===== src/rtl/core/trd_pkg.sv =====
// Shared types and constants for the run-length pixel decoder.
// No dependencies; imported by tga_rle_pixel_decoder_core and the testbench.
`timescale 1ns / 1ps
`default_nettype none

package trd_pkg;

    // Packet header layout
    localparam int unsigned HDR_REPEAT_BIT = 7;
    localparam logic [6:0]  HDR_COUNT_MASK = 7'h7F;

    // Configuration register indexes
    localparam int unsigned CFG_INDEX_W = 1;
    localparam int unsigned CFG_DATA_W  = 32;
    localparam logic [CFG_INDEX_W-1:0] CFG_BYTES_PER_PIXEL = 1'b0;
    localparam logic [CFG_INDEX_W-1:0] CFG_PIXEL_TOTAL     = 1'b1;

    // Register reset values
    localparam logic [2:0]  BPP_RESET         = 3'd3;
    localparam logic [31:0] PIXEL_TOTAL_RESET = 32'd1;

    localparam logic [2:0]  BPP_MIN = 3'd1;
    localparam logic [2:0]  BPP_MAX = 3'd4;

    // Stream widths
    localparam int unsigned IN_DATA_W  = 8;
    localparam int unsigned OUT_DATA_W = 40;

    typedef struct packed {
        logic [31:0] pixel_value;
        logic [7:0]  run_count;
        logic        image_done;
    } result_t;

endpackage

`default_nettype wire


===== src/rtl/core/tga_rle_pixel_decoder_core.sv =====
// Run-length pixel decoder top level: byte stream in, pixel runs out.
// Depends on trd_pkg for register indexes, header constants and the result type.
`timescale 1ns / 1ps
`default_nettype none

// Takes one coded byte per clock and can keep doing so indefinitely as long as
// the result side keeps up. A header byte or an inner pixel byte produces no
// result; the byte that completes a pixel produces one run, which appears on
// the master side in the cycle after that byte is taken. The single result
// register sets the rate: a new byte is taken whenever that register is empty
// or is being emptied in the same cycle. m_tdata carries pixel_value in bits
// 31:0 and run_count in bits 39:32; m_tlast is image_done. Register writes take
// effect on the next byte; write only between transactions.
module tga_rle_pixel_decoder_core
(
    input  wire logic                               clk,
    input  wire logic                               rst_n,
    // configuration
    input  wire logic                               cfg_we,
    input  wire logic [trd_pkg::CFG_INDEX_W-1:0]    cfg_index,
    input  wire logic [trd_pkg::CFG_DATA_W-1:0]     cfg_data,
    // coded byte stream
    input  wire logic                               s_tvalid,
    output logic                                    s_tready,
    input  wire logic [trd_pkg::IN_DATA_W-1:0]      s_tdata,   // [7:0] stream_byte
    // pixel runs
    output logic                                    m_tvalid,
    input  wire logic                               m_tready,
    output logic [trd_pkg::OUT_DATA_W-1:0]          m_tdata,   // [31:0] pixel_value,
                                                               // [39:32] run_count
    output logic                                    m_tlast    // image_done
);

    import trd_pkg::*;

    // Configuration registers
    logic [2:0]  bpp_reg;
    logic [31:0] pixel_total_reg;

    // Decoder state
    logic        expect_header_reg, expect_header_next;
    logic        repeat_packet_reg, repeat_packet_next;
    logic [7:0]  packet_left_reg,   packet_left_next;
    logic [1:0]  byte_position_reg, byte_position_next;
    logic [31:0] pixel_acc_reg,     pixel_acc_next;
    logic [31:0] pixels_done_reg,   pixels_done_next;

    // Result register
    logic        out_valid_reg, out_valid_next;
    result_t     result_reg,    result_next;

    logic        s_fire;
    logic        produce;
    logic [2:0]  bpp_eff;
    logic [31:0] acc_merged;
    logic        pixel_last;
    logic [31:0] remaining;
    logic [7:0]  run_count;
    logic        done;
    logic [7:0]  left_after;

    assign s_tready = !out_valid_reg || m_tready;
    assign s_fire   = s_tvalid && s_tready;

    always_comb
    begin
        if (bpp_reg == 3'd0)
            bpp_eff = BPP_MIN;
        else if (bpp_reg > BPP_MAX)
            bpp_eff = BPP_MAX;
        else
            bpp_eff = bpp_reg;
    end

    assign acc_merged = pixel_acc_reg
                      | ({24'd0, s_tdata} << {byte_position_reg, 3'b000});
    assign pixel_last = (({1'b0, byte_position_reg} + 3'd1) >= bpp_eff);
    assign remaining  = (pixel_total_reg > pixels_done_reg)
                      ? (pixel_total_reg - pixels_done_reg) : 32'd1;

    always_comb
    begin
        if (!repeat_packet_reg || packet_left_reg == 8'd0)
            run_count = 8'd1;
        else if ({24'd0, packet_left_reg} < remaining)
            run_count = packet_left_reg;
        else
            run_count = remaining[7:0];   // at most 128 here
    end

    assign done = ({24'd0, run_count} >= remaining);

    always_comb
    begin
        if (repeat_packet_reg || packet_left_reg == 8'd0)
            left_after = 8'd0;
        else
            left_after = packet_left_reg - 8'd1;
    end

    assign produce = s_fire && !expect_header_reg && pixel_last;

    always_comb
    begin
        expect_header_next = expect_header_reg;
        repeat_packet_next = repeat_packet_reg;
        packet_left_next   = packet_left_reg;
        byte_position_next = byte_position_reg;
        pixel_acc_next     = pixel_acc_reg;
        pixels_done_next   = pixels_done_reg;

        if (s_fire)
        begin
            priority if (expect_header_reg)
            begin
                repeat_packet_next = s_tdata[HDR_REPEAT_BIT];
                packet_left_next   = {1'b0, s_tdata[6:0] & HDR_COUNT_MASK} + 8'd1;
                byte_position_next = 2'd0;
                pixel_acc_next     = 32'd0;
                expect_header_next = 1'b0;
            end
            else if (!pixel_last)
            begin
                pixel_acc_next     = acc_merged;
                byte_position_next = byte_position_reg + 2'd1;
            end
            else
            begin
                pixel_acc_next     = 32'd0;
                byte_position_next = 2'd0;
                if (done)
                begin
                    // drop whatever is left of the packet
                    pixels_done_next   = 32'd0;
                    packet_left_next   = 8'd0;
                    expect_header_next = 1'b1;
                end
                else
                begin
                    pixels_done_next   = pixels_done_reg + {24'd0, run_count};
                    packet_left_next   = left_after;
                    expect_header_next = (left_after == 8'd0);
                end
            end
        end
    end

    always_comb
    begin
        result_next.pixel_value = acc_merged;
        result_next.run_count   = run_count;
        result_next.image_done  = done;
    end

    always_comb
    begin
        if (produce)
            out_valid_next = 1'b1;
        else if (m_tready)
            out_valid_next = 1'b0;
        else
            out_valid_next = out_valid_reg;
    end

    always_ff @(posedge clk or negedge rst_n)
    begin
        if (!rst_n)
        begin
            bpp_reg           <= BPP_RESET;
            pixel_total_reg   <= PIXEL_TOTAL_RESET;
            expect_header_reg <= 1'b1;
            repeat_packet_reg <= 1'b0;
            packet_left_reg   <= 8'd0;
            byte_position_reg <= 2'd0;
            pixel_acc_reg     <= 32'd0;
            pixels_done_reg   <= 32'd0;
            out_valid_reg     <= 1'b0;
        end
        else
        begin
            if (cfg_we)
            begin
                unique case (cfg_index)
                    CFG_BYTES_PER_PIXEL: bpp_reg         <= cfg_data[2:0];
                    CFG_PIXEL_TOTAL:     pixel_total_reg <= cfg_data;
                    default:             ;
                endcase
            end
            expect_header_reg <= expect_header_next;
            repeat_packet_reg <= repeat_packet_next;
            packet_left_reg   <= packet_left_next;
            byte_position_reg <= byte_position_next;
            pixel_acc_reg     <= pixel_acc_next;
            pixels_done_reg   <= pixels_done_next;
            out_valid_reg     <= out_valid_next;
        end
    end

    // Payload holds while stalled; load only on a new result
    always_ff @(posedge clk)
    begin
        if (produce)
            result_reg <= result_next;
    end

    assign m_tvalid = out_valid_reg;
    assign m_tdata  = {result_reg.run_count, result_reg.pixel_value};
    assign m_tlast  = result_reg.image_done;

    // A packet in progress always has pixels left to deliver
    a_left_nonzero: assert property (@(posedge clk) disable iff (!rst_n)
        !expect_header_reg |-> packet_left_reg != 8'd0)
        else $error("packet in progress with no pixels left");

    // Completing the image returns the decoder to header hunting
    a_done_to_header: assert property (@(posedge clk) disable iff (!rst_n)
        (produce && done) |=> (expect_header_reg && pixels_done_reg == 32'd0))
        else $error("image completed but decoder not reset to header");

    // A delivered run always covers at least one pixel
    a_count_nonzero: assert property (@(posedge clk) disable iff (!rst_n)
        out_valid_reg |-> result_reg.run_count != 8'd0)
        else $error("run with zero count");

    // A header byte never creates a result
    a_header_silent: assert property (@(posedge clk) disable iff (!rst_n)
        (s_fire && expect_header_reg && (!out_valid_reg || m_tready)) |=> !out_valid_reg)
        else $error("header byte produced a result");

endmodule

`default_nettype wire


===== config.mk =====
export PLATFORM = sky130hd
export DESIGN_NAME = tga_rle_pixel_decoder_core
export DESIGN_NICKNAME = d
export VERILOG_FILES = /design/src/rtl/core/trd_pkg.sv /design/src/rtl/core/tga_rle_pixel_decoder_core.sv
export SDC_FILE = /design/constraint.sdc
export NUM_CORES = 1
export LEC_CHECK = 0
export CAP_MARGIN = 20
export CORE_MARGIN = 3
export CORE_UTILIZATION = 30
export DETAILED_ROUTE_END_ITERATION = 8
export DONT_BUFFER_PORTS = 1
export PLACE_DENSITY = 0.56
export SETUP_SLACK_MARGIN = 0.5
export SLEW_MARGIN = 20
export SYNTH_ARGS = -nofsm -noshare
export SYNTH_HDL_FRONTEND = slang
export SYNTH_SLANG_ARGS = --single-unit

===== constraint.sdc =====
create_clock -name clk -period 8 [get_ports clk]
set_clock_uncertainty 0.1 [all_clocks]
set_input_delay 1.6 -clock clk [delete_from_list [all_inputs] [get_ports clk]]
set_output_delay 1.6 -clock clk [all_outputs]
set_load 0.005 [all_outputs]

==> results.sh <==
export IMPL_die_area_mm2=0.0327
export IMPL_antennaDiodeCount=0
export IMPL_die_height_um=181
export IMPL_cp_num_buf_inv=3
export IMPL_p_per_area_mw_per_mm2=396
export IMPL_tightest_slew_ps=934
export IMPL_die_w_um=181
export IMPL_syn_num_nets=1070
export IMPL_drtAntennaViolNets=0
export IMPL_yosysMostFrequentCell="dfrtp_1"
export IMPL_syn_inst=960
export IMPL_max_freq_mhz=145
export IMPL_tns_ps=0
export IMPL_pin_count=89
export IMPL_ir_drop_mv=0.191
export IMPL_drt_total_wl_um=23800
export IMPL_netlist_area_leader_share_pct=29.4
export IMPL_slowest_delay_ps=470
export IMPL_min_period_over_period_pct=85.9
export IMPL_cts_root_buf="clkbuf_16"
export IMPL_start_util_pct=30.7
export IMPL_h_tree_depth=4
export IMPL_grtUsageTotal_pct=14.7
export IMPL_total_power_mw=4.02
export IMPL_grt_pass1_wl_um=38100
export IMPL_synth_edff_count=41
export IMPL_yosysSeqAreaShare_pct=44.0
export IMPL_synth_area_leaders="dfrtp_1, edfxtp_1, ha_1, a21oi_1, mux2_2"
export IMPL_grt_overflow_total=0
export IMPL_path_common_cell="o21ai_0"
export IMPL_cts_tree="yes"
export IMPL_firstDrtPassIters=5
export IMPL_status="finished clean"
export IMPL_nets=1056
export IMPL_rsz0062_at_grt="no"
export IMPL_clk_latency_ps=440
export IMPL_clock_path_buffers=2
export IMPL_hold_viol_final=0
export IMPL_cts_clk_slew_worst_paths_ps=60
export IMPL_clock_sinks=153
export IMPL_antenna_found_initial=0
export IMPL_critical_path_arrival_ps=7070
export IMPL_crit_family="compound AO/OA/AOI/OAI gates"
export IMPL_hold_buffers=0
export IMPL_setup_viol=0
export IMPL_cp_max_fo=12
export IMPL_area_delta_synth_final_pct=10.4
export IMPL_synth_avg_cell_area_um2=9.57
export IMPL_first_global_vias=6961
export IMPL_min_path_type="flip-flop to flip-flop"
export IMPL_synth_cell_types=66
export IMPL_cp_required_ps=8190
export IMPL_yosysTopAreaCell="dfrtp_1"
export IMPL_async_flop_share_pct=73.2
export IMPL_fin_hold_ws_ps=401
export IMPL_finalCriticalPeriod_ps=6870
export IMPL_vias_per_cell=5.17
export IMPL_drcViolationCount=0
export IMPL_start_kind="flip-flop"
export IMPL_worstSetupPathType="flip-flop to flip-flop"
export IMPL_cap_violations=0
export IMPL_hpwl_um=17100
export IMPL_postCtsSetupBuffers=0
export IMPL_gp_congestion=0.894
export IMPL_routed_via_count=6976
export IMPL_drive_gt1_share_pct=9.38
export IMPL_core_mm2=0.0299
export IMPL_cp_end_kind="flip-flop"
export IMPL_cpMaxStageDelayCell="or3b_2"
export IMPL_largest_reg_flops=40
export IMPL_cts_buffers=17
export IMPL_drt_first_iter_violations=364
export IMPL_ys_warn_count=0
export IMPL_drt_wirelength_per_cell_um=17.6
export IMPL_netlist_top_cells_count="dfrtp_1, a21oi_1, nor2_1"
export IMPL_max_slew_margin_pct=37.4
export IMPL_synthFlopType="dfrtp_1"
export IMPL_postCtsResizedCells=0
export IMPL_grt_start_max_net_pins=113
export IMPL_maxSlewViolCount=0
export IMPL_numPortBuffers=0
export IMPL_synth_area_mm2=0.00918
export IMPL_power_leakage_nw=4.41
export IMPL_fp_row_count=63
export IMPL_synth_seq_cells=153
## power breakdown
| part | switching [mW] | total (mW) | internal, mW |
|---|---|---|---|
| clock network | 0.355 | 0.768 | 0.413 |
| logic | 1.20 | 1.96 | 0.764 |
| registers | 0.175 | 1.29 | 1.11 |
| total | 1.73 | 4.02 | 2.29 |
## worst paths after layout
path / endpoint / from / cells past startpoint / slack, ps
max: pixels_done_reg[30]$_DFFE_PN0P_ / pixel_total_reg[0]$_DFFE_PN1P_ / 33 / 1130
min: pixel_acc_reg[10]$_DFFE_PN0P_ / pixel_acc_reg[10]$_DFFE_PN0P_ / 2 / 400
max reg2reg: pixels_done_reg[30]$_DFFE_PN0P_ / pixel_total_reg[0]$_DFFE_PN1P_ / 33 / 1130
min reg2reg: pixel_acc_reg[10]$_DFFE_PN0P_ / pixel_acc_reg[10]$_DFFE_PN0P_ / 2 / 400
max in group asynchronous: expect_header_reg$_DFFE_PN1P_ / rst_n / 0 / 6760
min in group asynchronous: pixel_total_reg[4]$_DFFE_PN0P_ / rst_n / 0 / 760
## placed cells by master, fill, tap and decap left out, types with 6 or more instances in the layout
cell type  Yosys  routed
buf_4          0       7
nor2_1        86      86
dfrtp_1      108     108
xnor2_1       38      38
and3_1        10       9
inv_1         60      59
nand4_1       18      18
clkbuf_16      0      17
edfxtp_1      41      41
a21oi_1       99      99
o21ai_0       43      43
o211ai_1       8       8
nor3_1        19      19
nand2_1       77      76
nand2b_1      14      14
a21o_1        45      45
nor2b_1       12      12
xor2_1        14      14
ha_1          62      62
mux2_2        34      34
nand3_1       25      25
a31oi_1        6       6
a211oi_1       8       7
## per-layer routing
layer / part of all wire (%) / up-vias / global-route usage, %
met5: 0 / - / 0
met4: 1.8 / 0 / 4.88
met3: 5.9 / 34 / 4.21
met2: 47 / 158 / 23.5
met1: 46 / 3386 / 19.1
li1: - / 3398 / -
## stage by stage
| stage | setup slack, ps | area (µm²) | util [%] | std cells |
|---|---|---|---|---|
| floorplan | 1400 | 9180 | - | 960 |
| global placement | 904 | 9570 | 32.0 | 1317 |
| detailed placement | 643 | 9570 | 32.0 | 1317 |
| CTS | 635 | 10100 | 33.9 | 1349 |
| global route | 541 | 10100 | 33.9 | 1349 |
| finish | 1130 | 10100 | 33.9 | 1349 |
## worst register-to-register path, delay by kind of cell, from the launching register on
family	cells	cell delay [ps]
compound gates	14	2770
simple gates	9	1670
fa+ha+maj	5	1330
flops	1	360
mux	1	200
buf+inv	3	160
xor+xnor	1	150
## cell type report
type	count	area, µm²
clock buffer	19	443
clock inverter	13	109
fill	3061	19700
inverter	61	229
multi-input combinational	706	4780
sequential	153	4040
tap	390	488
timing repair buffer	7	52.6
## cell families after synthesis
| group | share of synthesized area (%) |
|---|---|
| fa+ha+maj | 8.88 |
| buf+inv | 4.20 |
| simple gates | 14.6 |
| compound gates | 18.2 |
| xor+xnor | 4.96 |
| flops | 44.0 |
| mux | 5.21 |
(Power assumes the default switching activity.)
